===== config.mk =====
export PLATFORM = sky130hd
export DESIGN_NAME = multi_slot_expiry_timer_bank
export DESIGN_NICKNAME = d
export VERILOG_FILES = /design/src/rtl/core/mset_pkg.sv /design/src/rtl/core/multi_slot_expiry_timer_bank.sv /design/src/rtl/core/mset_ram.sv /design/src/rtl/core/mset_ctrl.sv /design/src/rtl/core/mset_dp.sv
export VERILOG_INCLUDE_DIRS = /design/src /design/src/rtl/core
export SDC_FILE = /design/constraint.sdc
export NUM_CORES = 1
export LEC_CHECK = 0
export BUFFER_PORTS_ARGS = -buffer_cell sky130_fd_sc_hd__buf_2
export CAP_MARGIN = 20
export CORE_ASPECT_RATIO = 0.7
export CORE_MARGIN = 2
export CORE_UTILIZATION = 40
export CTS_BUF_LIST = sky130_fd_sc_hd__clkbuf_16
export DETAILED_ROUTE_END_ITERATION = 8
export PLACE_DENSITY = 0.61
export SYNTH_ARGS = -nofsm -noshare
export SYNTH_HDL_FRONTEND = slang
export SYNTH_SLANG_ARGS = --single-unit

===== constraint.sdc =====
create_clock -name clk -period 4.1 [get_ports clk]
set_clock_uncertainty 0.05 [all_clocks]
set_input_delay 0.615 -clock clk [delete_from_list [all_inputs] [get_ports clk]]
set_output_delay 0.615 -clock clk [all_outputs]
set_load 0.1 [all_outputs]

===== src/rtl/core/multi_slot_expiry_timer_bank_assert.svh =====
// Assertion macros for the timer bank RTL.
`ifndef MULTI_SLOT_EXPIRY_TIMER_BANK_ASSERT_SVH
`define MULTI_SLOT_EXPIRY_TIMER_BANK_ASSERT_SVH

// Same-cycle implication, disabled while reset is held.
`define MSET_ASSERT_IMP(lbl, clk, rst_n, ante, cons, msg) \
  lbl: assert property (@(posedge clk) disable iff (!rst_n) (ante) |-> (cons)) \
    else $error(msg);

// Next-cycle implication, disabled while reset is held.
`define MSET_ASSERT_NXT(lbl, clk, rst_n, ante, cons, msg) \
  lbl: assert property (@(posedge clk) disable iff (!rst_n) (ante) |=> (cons)) \
    else $error(msg);

`endif


===== src/rtl/core/mset_pkg.sv =====
// Shared types and constants for the expiry timer bank.
package mset_pkg;

  localparam int SLOT_COUNT_DEF = 8;
  localparam int ARG_W          = 16;
  localparam int MODE_W         = 2;
  localparam int SLOT_W         = ARG_W + MODE_W;
  localparam int TIME_W         = 32;
  localparam int IDX_W          = 8;

  typedef enum logic [2:0] {
    CMD_RESET   = 3'd0,
    CMD_CONFIG  = 3'd1,
    CMD_START   = 3'd2,
    CMD_STOP    = 3'd3,
    CMD_EXEC    = 3'd4,
    CMD_DELETE  = 3'd5,
    CMD_QUERY   = 3'd6,
    CMD_REFRESH = 3'd7
  } cmd_t;

  typedef enum logic [1:0] {
    MODE_UNUSED    = 2'd0,
    MODE_STOPPED   = 2'd1,
    MODE_RUNNING   = 2'd2,
    MODE_COMPLETED = 2'd3
  } mode_t;

  // Controller to datapath strobes
  typedef struct packed {
    logic accept;
    logic mod;
    logic scan;
    logic emit;
    logic resp;
  } dp_ctl_t;

  // Datapath to controller status
  typedef struct packed {
    cmd_t cmd;
    logic scan_done;
    logic emit_pend;
    logic emit_done;
  } dp_stat_t;

endpackage


===== src/rtl/core/multi_slot_expiry_timer_bank.sv =====
// Top level of the multi-slot expiry timer bank.
//
// Usage:
//   A request (in_cmd, in_slot_index, in_param_value, in_duration_ms,
//   in_now_ms) is taken on a rising edge with start high and busy low.
//   Results appear on the out_* ports for one cycle each, flagged by
//   out_valid; the receiver must take them, there is no stall.
//   Every request ends with exactly one response (out_last = 1). Expiry
//   events (out_is_expiry = 1) come first, lowest slot first.
//   out_next_expiry is the earliest running deadline as rebuilt by the last request other than exec or query.
// Timing:
//   exec and query take the short path (read, modify, respond); every
//   other request also runs the earliest-deadline rebuild, which walks the
//   slot RAM one entry per cycle through its single read port. A refresh
//   that completes slots also replays their events before the response.
//   The response trails the controller by one register stage.
// Reset:
//   rst_n clears all slots to unused with parameter 0 at once (per-slot
//   valid bits); deadlines are not cleared and no clearing pass runs.
module multi_slot_expiry_timer_bank
  import mset_pkg::*;
#(
  parameter int SLOT_COUNT = SLOT_COUNT_DEF
) (
  input  logic              clk,
  input  logic              rst_n,
  // request channel
  input  logic              start,
  output logic              busy,
  input  logic [2:0]        in_cmd,
  input  logic [IDX_W-1:0]  in_slot_index,
  input  logic [ARG_W-1:0]  in_param_value,
  input  logic [TIME_W-1:0] in_duration_ms,
  input  logic [TIME_W-1:0] in_now_ms,
  // result channel
  output logic              out_valid,
  output logic              out_is_expiry,
  output logic [IDX_W-1:0]  out_index,
  output logic [ARG_W-1:0]  out_param,
  output logic [1:0]        out_slot_status,
  output logic [TIME_W-1:0] out_next_expiry,
  output logic              out_last
);

  dp_ctl_t  ctl;
  dp_stat_t stat;

  // sequencer: one request at a time
  mset_ctrl u_ctrl (
    .clk   (clk),
    .rst_n (rst_n),
    .start (start),
    .busy  (busy),
    .ctl   (ctl),
    .stat  (stat)
  );

  // slot RAMs, scan and result registers
  mset_dp #(.SLOT_COUNT(SLOT_COUNT)) u_dp (
    .clk             (clk),
    .rst_n           (rst_n),
    .ctl             (ctl),
    .stat            (stat),
    .in_cmd          (in_cmd),
    .in_slot_index   (in_slot_index),
    .in_param_value  (in_param_value),
    .in_duration_ms  (in_duration_ms),
    .in_now_ms       (in_now_ms),
    .out_valid       (out_valid),
    .out_is_expiry   (out_is_expiry),
    .out_index       (out_index),
    .out_param       (out_param),
    .out_slot_status (out_slot_status),
    .out_next_expiry (out_next_expiry),
    .out_last        (out_last)
  );

`include "multi_slot_expiry_timer_bank_assert.svh"

  `MSET_ASSERT_NXT(a_busy_after_accept, clk, rst_n, start && !busy, busy, "busy not raised")
  `MSET_ASSERT_NXT(a_resp_closes, clk, rst_n, out_valid && out_last, !out_valid, "result after response")
  `MSET_ASSERT_IMP(a_event_form, clk, rst_n, out_valid && out_is_expiry, !out_last && out_slot_status == MODE_COMPLETED, "bad expiry event")
  `MSET_ASSERT_IMP(a_result_in_request, clk, rst_n, out_valid, $past(busy), "result outside request")

endmodule


===== src/rtl/core/mset_ram.sv =====
// Generic one-write one-read RAM with registered read data.
module mset_ram #(
  parameter int WIDTH = 8,
  parameter int DEPTH = 8,
  localparam int AW = (DEPTH > 1) ? $clog2(DEPTH) : 1
) (
  input  logic             clk,
  input  logic             we,
  input  logic [AW-1:0]    waddr,
  input  logic [WIDTH-1:0] wdata,
  input  logic [AW-1:0]    raddr,
  output logic [WIDTH-1:0] rdata
);

  logic [WIDTH-1:0] mem [DEPTH];
  logic [WIDTH-1:0] rdata_r;

  always_ff @(posedge clk) begin
    if (we) begin
      mem[waddr] <= wdata;
    end
    rdata_r <= mem[raddr];
  end

  assign rdata = rdata_r;

endmodule


===== src/rtl/core/mset_ctrl.sv =====
// Request sequencer for the expiry timer bank.
module mset_ctrl
  import mset_pkg::*;
(
  input  logic     clk,
  input  logic     rst_n,
  input  logic     start,
  output logic     busy,
  output dp_ctl_t  ctl,
  input  dp_stat_t stat
);

  typedef enum logic [5:0] {
    ST_IDLE = 6'b000001,
    ST_RD   = 6'b000010,
    ST_MOD  = 6'b000100,
    ST_SCAN = 6'b001000,
    ST_EMIT = 6'b010000,
    ST_RESP = 6'b100000
  } state_t;

  state_t state_r, state_nxt;

  always_comb begin
    state_nxt = state_r;
    ctl       = '0;
    case (state_r)
      ST_IDLE: begin
        if (start) begin
          ctl.accept = 1'b1;
          state_nxt  = ST_RD;
        end
      end
      ST_RD: begin
        state_nxt = ST_MOD;
      end
      ST_MOD: begin
        ctl.mod = 1'b1;
        if (stat.cmd inside {CMD_EXEC, CMD_QUERY}) begin
          state_nxt = ST_RESP;
        end else begin
          state_nxt = ST_SCAN;
        end
      end
      ST_SCAN: begin
        ctl.scan = 1'b1;
        if (stat.scan_done) begin
          state_nxt = stat.emit_pend ? ST_EMIT : ST_RESP;
        end
      end
      ST_EMIT: begin
        ctl.emit = 1'b1;
        if (stat.emit_done) begin
          state_nxt = ST_RESP;
        end
      end
      ST_RESP: begin
        ctl.resp  = 1'b1;
        state_nxt = ST_IDLE;
      end
      default: begin
        state_nxt = ST_IDLE;
      end
    endcase
  end

  always_ff @(posedge clk) begin
    if (!rst_n) begin
      state_r <= ST_IDLE;
    end else begin
      state_r <= state_nxt;
    end
  end

  assign busy = (state_r != ST_IDLE);

endmodule


===== src/rtl/core/mset_dp.sv =====
// Slot storage, scan logic and result registers of the expiry timer bank.
module mset_dp
  import mset_pkg::*;
#(
  parameter int SLOT_COUNT = SLOT_COUNT_DEF
) (
  input  logic              clk,
  input  logic              rst_n,
  input  dp_ctl_t           ctl,
  output dp_stat_t          stat,
  input  logic [2:0]        in_cmd,
  input  logic [IDX_W-1:0]  in_slot_index,
  input  logic [ARG_W-1:0]  in_param_value,
  input  logic [TIME_W-1:0] in_duration_ms,
  input  logic [TIME_W-1:0] in_now_ms,
  output logic              out_valid,
  output logic              out_is_expiry,
  output logic [IDX_W-1:0]  out_index,
  output logic [ARG_W-1:0]  out_param,
  output logic [1:0]        out_slot_status,
  output logic [TIME_W-1:0] out_next_expiry,
  output logic              out_last
);

  localparam int AW = (SLOT_COUNT > 1) ? $clog2(SLOT_COUNT) : 1;
  localparam int CW = $clog2(SLOT_COUNT + 1);

  // request fields
  cmd_t              cmd_r, cmd_nxt;
  logic [IDX_W-1:0]  idx_r, idx_nxt;
  logic [ARG_W-1:0]  par_r, par_nxt;
  logic [TIME_W-1:0] dur_r, dur_nxt;
  logic [TIME_W-1:0] now_r, now_nxt;
  logic              ok_r, ok_nxt;

  // bank state
  logic [SLOT_COUNT-1:0] valid_r, valid_nxt;
  logic                  vq_r, vq_nxt;
  logic [TIME_W-1:0]     prev_r, prev_nxt;
  logic                  back_r, back_nxt;
  logic [TIME_W-1:0]     earliest_r, earliest_nxt;

  // response capture
  mode_t             resp_mode_r, resp_mode_nxt;
  logic [ARG_W-1:0]  resp_arg_r, resp_arg_nxt;

  // scan and event sequencing
  logic [CW-1:0]         scan_cnt_r, scan_cnt_nxt;
  logic                  evl_vld_r, evl_vld_nxt;
  logic [AW-1:0]         evl_idx_r, evl_idx_nxt;
  logic [SLOT_COUNT-1:0] mask_r, mask_nxt;
  logic                  emit_vld_r, emit_vld_nxt;
  logic [AW-1:0]         emit_idx_r, emit_idx_nxt;
  logic [SLOT_COUNT-1:0] low_oh;
  logic [AW-1:0]         low_idx;

  // result registers
  logic              out_valid_r, out_valid_nxt;
  logic              out_exp_r, out_exp_nxt;
  logic [IDX_W-1:0]  out_idx_r, out_idx_nxt;
  logic [ARG_W-1:0]  out_par_r, out_par_nxt;
  mode_t             out_st_r, out_st_nxt;
  logic              out_last_r, out_last_nxt;

  // memory ports
  logic              ma_we;
  logic [AW-1:0]     ma_waddr;
  logic [SLOT_W-1:0] ma_wdata;
  logic [SLOT_W-1:0] ma_rdata;
  logic              dl_we;
  logic [TIME_W-1:0] dl_rdata;
  logic [AW-1:0]     raddr;

  mode_t             cur_mode;
  logic [ARG_W-1:0]  cur_arg;
  mode_t             new_mode;
  logic [ARG_W-1:0]  new_arg;
  logic              slot_wr;

  mset_ram #(.WIDTH(SLOT_W), .DEPTH(SLOT_COUNT)) u_slot_ram (
    .clk   (clk),
    .we    (ma_we),
    .waddr (ma_waddr),
    .wdata (ma_wdata),
    .raddr (raddr),
    .rdata (ma_rdata)
  );

  mset_ram #(.WIDTH(TIME_W), .DEPTH(SLOT_COUNT)) u_deadline_ram (
    .clk   (clk),
    .we    (dl_we),
    .waddr (idx_r[AW-1:0]),
    .wdata (now_r + dur_r),
    .raddr (raddr),
    .rdata (dl_rdata)
  );

  // entry never written since the last clear reads as unused, arg 0
  assign cur_mode = vq_r ? mode_t'(ma_rdata[SLOT_W-1:ARG_W]) : MODE_UNUSED;
  assign cur_arg  = vq_r ? ma_rdata[ARG_W-1:0] : '0;

  // lowest pending event
  assign low_oh = mask_r & (~mask_r + SLOT_COUNT'(1));

  always_comb begin
    low_idx = '0;
    for (int k = 0; k < SLOT_COUNT; k++) begin
      if (low_oh[k]) begin
        low_idx = low_idx | AW'(k);
      end
    end
  end

  // single-slot update
  always_comb begin
    new_mode = cur_mode;
    new_arg  = cur_arg;
    slot_wr  = 1'b0;
    case (cmd_r)
      CMD_CONFIG: begin
        new_mode = MODE_STOPPED;
        new_arg  = par_r;
        slot_wr  = ok_r;
      end
      CMD_START: begin
        new_mode = MODE_RUNNING;
        new_arg  = par_r;
        slot_wr  = ok_r;
      end
      CMD_STOP: begin
        if (cur_mode != MODE_UNUSED) begin
          new_mode = MODE_STOPPED;
        end
        slot_wr = ok_r;
      end
      CMD_EXEC: begin
        if (cur_mode == MODE_RUNNING) begin
          new_mode = MODE_COMPLETED;
          slot_wr  = ok_r;
        end
      end
      CMD_DELETE: begin
        new_mode = MODE_UNUSED;
        slot_wr  = ok_r;
      end
      default: begin
        slot_wr = 1'b0;
      end
    endcase
  end

  always_comb begin
    cmd_nxt       = cmd_r;
    idx_nxt       = idx_r;
    par_nxt       = par_r;
    dur_nxt       = dur_r;
    now_nxt       = now_r;
    ok_nxt        = ok_r;
    valid_nxt     = valid_r;
    prev_nxt      = prev_r;
    back_nxt      = back_r;
    earliest_nxt  = earliest_r;
    resp_mode_nxt = resp_mode_r;
    resp_arg_nxt  = resp_arg_r;
    scan_cnt_nxt  = scan_cnt_r;
    evl_vld_nxt   = evl_vld_r;
    evl_idx_nxt   = evl_idx_r;
    mask_nxt      = mask_r;
    emit_vld_nxt  = emit_vld_r;
    emit_idx_nxt  = emit_idx_r;
    out_valid_nxt = 1'b0;
    out_exp_nxt   = out_exp_r;
    out_idx_nxt   = out_idx_r;
    out_par_nxt   = out_par_r;
    out_st_nxt    = out_st_r;
    out_last_nxt  = out_last_r;
    ma_we         = 1'b0;
    ma_waddr      = idx_r[AW-1:0];
    ma_wdata      = {new_mode, new_arg};
    dl_we         = 1'b0;
    raddr         = idx_r[AW-1:0];

    if (ctl.accept) begin
      cmd_nxt = cmd_t'(in_cmd);
      idx_nxt = in_slot_index;
      par_nxt = in_param_value;
      dur_nxt = in_duration_ms;
      now_nxt = in_now_ms;
      ok_nxt  = (32'(in_slot_index) < 32'(SLOT_COUNT));
      raddr   = in_slot_index[AW-1:0];
    end

    if (ctl.mod) begin
      ma_we = slot_wr;
      dl_we = ok_r && (cmd_r == CMD_START);
      if (slot_wr) begin
        valid_nxt[idx_r[AW-1:0]] = 1'b1;
      end
      if (cmd_r == CMD_RESET) begin
        valid_nxt = '0;
        prev_nxt  = '0;
      end
      if (cmd_r == CMD_REFRESH) begin
        back_nxt = (now_r < prev_r);
        prev_nxt = now_r;
      end
      if (ok_r && cmd_r != CMD_RESET) begin
        resp_mode_nxt = new_mode;
        resp_arg_nxt  = new_arg;
      end else begin
        resp_mode_nxt = MODE_UNUSED;
        resp_arg_nxt  = '0;
      end
      // exec hit: event goes out before the response
      if (cmd_r == CMD_EXEC && slot_wr) begin
        out_valid_nxt = 1'b1;
        out_exp_nxt   = 1'b1;
        out_idx_nxt   = idx_r;
        out_par_nxt   = cur_arg;
        out_st_nxt    = MODE_COMPLETED;
        out_last_nxt  = 1'b0;
      end
      scan_cnt_nxt = '0;
      evl_vld_nxt  = 1'b0;
      mask_nxt     = '0;
      emit_vld_nxt = 1'b0;
      if (!(cmd_r inside {CMD_EXEC, CMD_QUERY})) begin
        earliest_nxt = '0;
      end
    end

    if (ctl.scan) begin
      // read slot k while slot k-1 is evaluated
      if (scan_cnt_r != CW'(SLOT_COUNT)) begin
        raddr        = scan_cnt_r[AW-1:0];
        evl_vld_nxt  = 1'b1;
        evl_idx_nxt  = scan_cnt_r[AW-1:0];
        scan_cnt_nxt = scan_cnt_r + CW'(1);
      end else begin
        evl_vld_nxt = 1'b0;
      end
      if (evl_vld_r && cur_mode == MODE_RUNNING) begin
        if (cmd_r == CMD_REFRESH && (back_r || dl_rdata <= now_r)) begin
          ma_we               = 1'b1;
          ma_waddr            = evl_idx_r;
          ma_wdata            = {MODE_COMPLETED, cur_arg};
          mask_nxt[evl_idx_r] = 1'b1;
          if (ok_r && evl_idx_r == idx_r[AW-1:0]) begin
            resp_mode_nxt = MODE_COMPLETED;
          end
        end else if (earliest_r == '0 || dl_rdata < earliest_r) begin
          // zero reads as none, so any later deadline replaces it
          earliest_nxt = dl_rdata;
        end
      end
    end

    if (ctl.emit) begin
      if (mask_r != '0) begin
        raddr        = low_idx;
        mask_nxt     = mask_r & ~low_oh;
        emit_vld_nxt = 1'b1;
        emit_idx_nxt = low_idx;
      end else begin
        emit_vld_nxt = 1'b0;
      end
      if (emit_vld_r) begin
        out_valid_nxt = 1'b1;
        out_exp_nxt   = 1'b1;
        out_idx_nxt   = IDX_W'(emit_idx_r);
        out_par_nxt   = cur_arg;
        out_st_nxt    = MODE_COMPLETED;
        out_last_nxt  = 1'b0;
      end
    end

    if (ctl.resp) begin
      out_valid_nxt = 1'b1;
      out_exp_nxt   = 1'b0;
      out_idx_nxt   = idx_r;
      out_par_nxt   = resp_arg_r;
      out_st_nxt    = resp_mode_r;
      out_last_nxt  = 1'b1;
    end
  end

  // valid bit follows the read address into the data cycle
  assign vq_nxt = (32'(raddr) < 32'(SLOT_COUNT)) ? valid_r[raddr] : 1'b0;

  always_ff @(posedge clk) begin
    if (!rst_n) begin
      valid_r     <= '0;
      prev_r      <= '0;
      back_r      <= 1'b0;
      earliest_r  <= '0;
      scan_cnt_r  <= '0;
      evl_vld_r   <= 1'b0;
      mask_r      <= '0;
      emit_vld_r  <= 1'b0;
      out_valid_r <= 1'b0;
      cmd_r       <= CMD_QUERY;
    end else begin
      valid_r     <= valid_nxt;
      prev_r      <= prev_nxt;
      back_r      <= back_nxt;
      earliest_r  <= earliest_nxt;
      scan_cnt_r  <= scan_cnt_nxt;
      evl_vld_r   <= evl_vld_nxt;
      mask_r      <= mask_nxt;
      emit_vld_r  <= emit_vld_nxt;
      out_valid_r <= out_valid_nxt;
      cmd_r       <= cmd_nxt;
    end
  end

  always_ff @(posedge clk) begin
    idx_r       <= idx_nxt;
    par_r       <= par_nxt;
    dur_r       <= dur_nxt;
    now_r       <= now_nxt;
    ok_r        <= ok_nxt;
    vq_r        <= vq_nxt;
    resp_mode_r <= resp_mode_nxt;
    resp_arg_r  <= resp_arg_nxt;
    evl_idx_r   <= evl_idx_nxt;
    emit_idx_r  <= emit_idx_nxt;
    out_exp_r   <= out_exp_nxt;
    out_idx_r   <= out_idx_nxt;
    out_par_r   <= out_par_nxt;
    out_st_r    <= out_st_nxt;
    out_last_r  <= out_last_nxt;
  end

  assign stat.cmd       = cmd_r;
  assign stat.scan_done = (scan_cnt_r == CW'(SLOT_COUNT)) && evl_vld_r;
  assign stat.emit_pend = (mask_nxt != '0);
  assign stat.emit_done = (mask_r == '0);

  assign out_valid       = out_valid_r;
  assign out_is_expiry   = out_exp_r;
  assign out_index       = out_idx_r;
  assign out_param       = out_par_r;
  assign out_slot_status = out_st_r;
  assign out_next_expiry = earliest_r;
  assign out_last        = out_last_r;

endmodule


==> results.py <==
metrics = {
    "global_route": {
        "grt_first_pass_wirelength_um": 108000,
        "antenna_found_initial": 2,
        "globalRouteOverflowTotal": 0,
        "grt_use_total_pct": 18.9,
        "largest_net_degree_at_the_start_of_global_routing": 69,
        "grt_pass1_vias": 17600,
    },
    "routing": {
        "drt_pre_antenna_iters": 5,
        "final_wirelength_um": 71400,
        "detailroute.via_count": 18100,
        "ant_nets": 0,
        "drt_iter0_drc": 1547,
        "average_via_count_per_standard_cell": 5.52,
        "wire_per_inst_um": 21.7,
        "drc": 0,
    },
    "clock_network": {
        "post_cts_buffers": 0,
        "clk_latency_ps": 610,
        "cts.sinks": 689,
        "tritoncts": "yes",
        "hold_bufs_inserted_after_cts": 0,
        "root_buffer": "sky130_fd_sc_hd__clkbuf_16",
        "htree_levels": 3,
        "reg_clk_slew_reported_paths_ps": 60,
        "cts.path.max_buffers": 3,
        "cts.repair.resized": 0,
        "numCtsBuffers": 70,
    },
    "synthesis": {
        "synth-edff-count": 511,
        "synth_area_leader_cell": "sky130_fd_sc_hd__edfxtp_1",
        "synth_cell_types": 69,
        "ys_seq_elements": 689,
        "synthMostInstantiatedCell": "sky130_fd_sc_hd__edfxtp_1",
        "synth.cells.most_frequent": "511 x sky130_fd_sc_hd__edfxtp_1, 178 x sky130_fd_sc_hd__dfxtp_1, 156 x sky130_fd_sc_hd__nand2_1",
        "synth.net_count": 2276,
        "netlist_top_cells_area": "sky130_fd_sc_hd__edfxtp_1 52%, sky130_fd_sc_hd__dfxtp_1 12%, sky130_fd_sc_hd__mux4_2 7.9%",
        "yosysTopAreaCellShare_pct": 52.4,
        "ys.flop_type": "sky130_fd_sc_hd__edfxtp_1",
        "synthArstFlopShare_pct": 0,
        "postSynthCellCount": 2054,
        "part_of_the_yosys_area_used_for_sequential_elements_pct": 64.6,
        "cell_area_synth_um2": 29300,
        "yosys_warn_count": 0,
        "syn_avg_cell_area_um2": 14.2,
    },
    "die": {
        "fp-row-count": 82,
        "core_area_um2": 72000,
        "die_x_um": 327,
        "dieArea_um2": 75400,
        "initial_core_util_pct": 40.6,
        "num_io_pins": 156,
        "die_h_um": 230,
    },
    "setup_path": {
        "crit_fanout": 13,
        "startpoint_type_of_the_worst_setup_path": "flip-flop",
        "regToRegSetupSlack_ps": 310,
        "required_ps": 4350,
        "crit_path_end_kind": "flip-flop",
        "worstSetupPathType": "flip-flop to flip-flop",
        "critical_path_arrival_ps": 4040,
        "r2r_cell_count": 13,
    },
    "place": {
        "numPlacedInstances": 3159,
        "post-place-ws_ps": 458,
        "dpl-instance-area_um2": 31700,
        "buffer_ports.inserted": 155,
        "gp_weighted_congestion": 0.865,
        "place.detailed.hpwl_um": 49300,
    },
    "finish": {
        "register_area_um2": 18900,
        "post_layout_nets": 2488,
        "layout-drive-gt1-share_pct": 21.9,
        "area_of_the_multi_input_gates_um2": 9710,
        "final_cells": 3287,
        "fill_cells": 6177,
        "finalInstanceArea_um2": 34000,
        "final_core_utilization_pct": 47.2,
        "synthToLayoutAreaGrowth_pct": 16.3,
    },
    "hold_path": {
        "timing.hold.worst.class": "primary input to flip-flop",
        "worst_hold_path.num_cells": 1,
    },
    "timing": {
        "timing.fmax_mhz": 264,
        "finalMaxSlewViolations": 0,
        "final_hold_viol_count": 0,
        "setup_tns_ps": 0,
        "finalWorstSetupSlack_ps": 314,
        "finalCritPeriodShare_pct": 92.3,
        "timing.max_slew.rel_slack_pct": 31.5,
        "worst_hold_slack_ps": 126,
        "timing_worst_slew_pin_value_ps": 1020,
        "fin_crit_ps": 3790,
        "finalSetupViolations": 0,
        "grt_setup_unrepaired": "false",
    },
    "power": {
        "design_power_total_mw": 17.0,
        "vdd.ir_drop.worst_v": 0.000282,
        "leakagePower_nw": 12.3,
        "power.density_cell_area_nw_per_um2": 498,
    },
    "run_status": {
        "outcome": "complete, no violations",
    },
    "flow_run": {
        "max-cap-violations": 0,
    },
}
## worst max-delay path: stages, from the launching register on
cell and delay (ps):
sky130_fd_sc_hd__edfxtp_1 440, sky130_fd_sc_hd__inv_1 140, sky130_fd_sc_hd__ha_1 260, sky130_fd_sc_hd__nor2b_1 140, sky130_fd_sc_hd__o21a_1 150, sky130_fd_sc_hd__o21ai_0 520, sky130_fd_sc_hd__a2111oi_0 240, sky130_fd_sc_hd__nor4_1 270
sky130_fd_sc_hd__buf_4 180, sky130_fd_sc_hd__o2111ai_1 120, sky130_fd_sc_hd__buf_4 220, sky130_fd_sc_hd__or2_2 340, sky130_fd_sc_hd__o22ai_2 220, sky130_fd_sc_hd__buf_12 200
## metal layers
layer | part of all wire (%) | wire (um) | track usage (%) | vias to the layer above
met1 | 47 | 33500 | 28.9 | 9171
met5 | 0 | 0 | 0 | -
met3 | 7.7 | 5480 | 3.97 | 109
met2 | 43 | 30800 | 27.3 | 639
li1 | - | - | - | 8210
met4 | 2.2 | 1550 | 4.80 | 0
## registers in the layout (all words and copies together), names as in the netlist, 4 cells and up
signal,flops
u_ctrl.state_r,6
u_dp.dur_r,32
u_dp.idx_r,8
u_dp.mask_r,8
u_dp.now_r,32
u_dp.out_index,8
u_dp.out_next_expiry,32
u_dp.out_param,16
u_dp.par_r,16
u_dp.prev_r,32
u_dp.resp_arg_r,16
u_dp.scan_cnt_r,4
u_dp.u_deadline_ram.mem,256
u_dp.u_deadline_ram.rdata,32
u_dp.u_slot_ram.mem,144
u_dp.u_slot_ram.rdata,18
u_dp.valid_r,8
## cells in the final DEF, fill, tap and decap left out, types with 73 or more instances in the layout
master,count
sky130_fd_sc_hd__a21oi_1,114
sky130_fd_sc_hd__buf_2,156
sky130_fd_sc_hd__clkbuf_16,73
sky130_fd_sc_hd__dfxtp_1,178
sky130_fd_sc_hd__edfxtp_1,511
sky130_fd_sc_hd__ha_1,127
sky130_fd_sc_hd__inv_1,132
sky130_fd_sc_hd__mux4_2,102
sky130_fd_sc_hd__nand2_1,156
sky130_fd_sc_hd__nor2_1,135
## cells by family after synthesis
kind of cell / count (synthesis) / synth area share (%)
xor gates and xnor gates: 28 / 0.838
and+or+nand+nor: 462 / 7.25
adders and majority gates: 130 / 5.57
AOI/OAI and AO/OA: 351 / 7.75
DFF: 689 / 64.6
buffers and inverters: 202 / 2.82
muxes: 192 / 11.1
## cell type report
type | instances | share of cell area, %
Inverter | 121 | 1.35
Antenna cell | 1 | 0.00735
Timing Repair Buffer | 221 | 4.32
Sequential cell | 689 | 55.6
Multi-Input combinational cell | 1163 | 28.5
Tap cell | 966 | 3.55
Clock inverter | 53 | 1.32
Clock buffer | 73 | 5.37
## where the power goes
| part | switching, mW | internal (mW) |
|---|---|---|
| Clock | 2.64 | 3.67 |
| Sequential | 0.281 | 8.01 |
| Combinational | 1.39 | 0.972 |
## final timing paths
| kind | startpoint | end |
|---|---|---|
| worst max-delay path | u_dp.now_r[1]$_DFFE_PP_ | u_dp.u_slot_ram.mem[6][6]$_DFFE_PP_ |
| worst min-delay path | in_param_value[10] | u_dp.par_r[10]$_DFFE_PP_ |
| worst max register to register | u_dp.now_r[1]$_DFFE_PP_ | u_dp.u_slot_ram.mem[6][6]$_DFFE_PP_ |
| worst min register to register | u_dp.out_last$_SDFF_PP1_ | u_dp.out_last$_SDFF_PP1_ |
(Power assumes the default switching activity.)
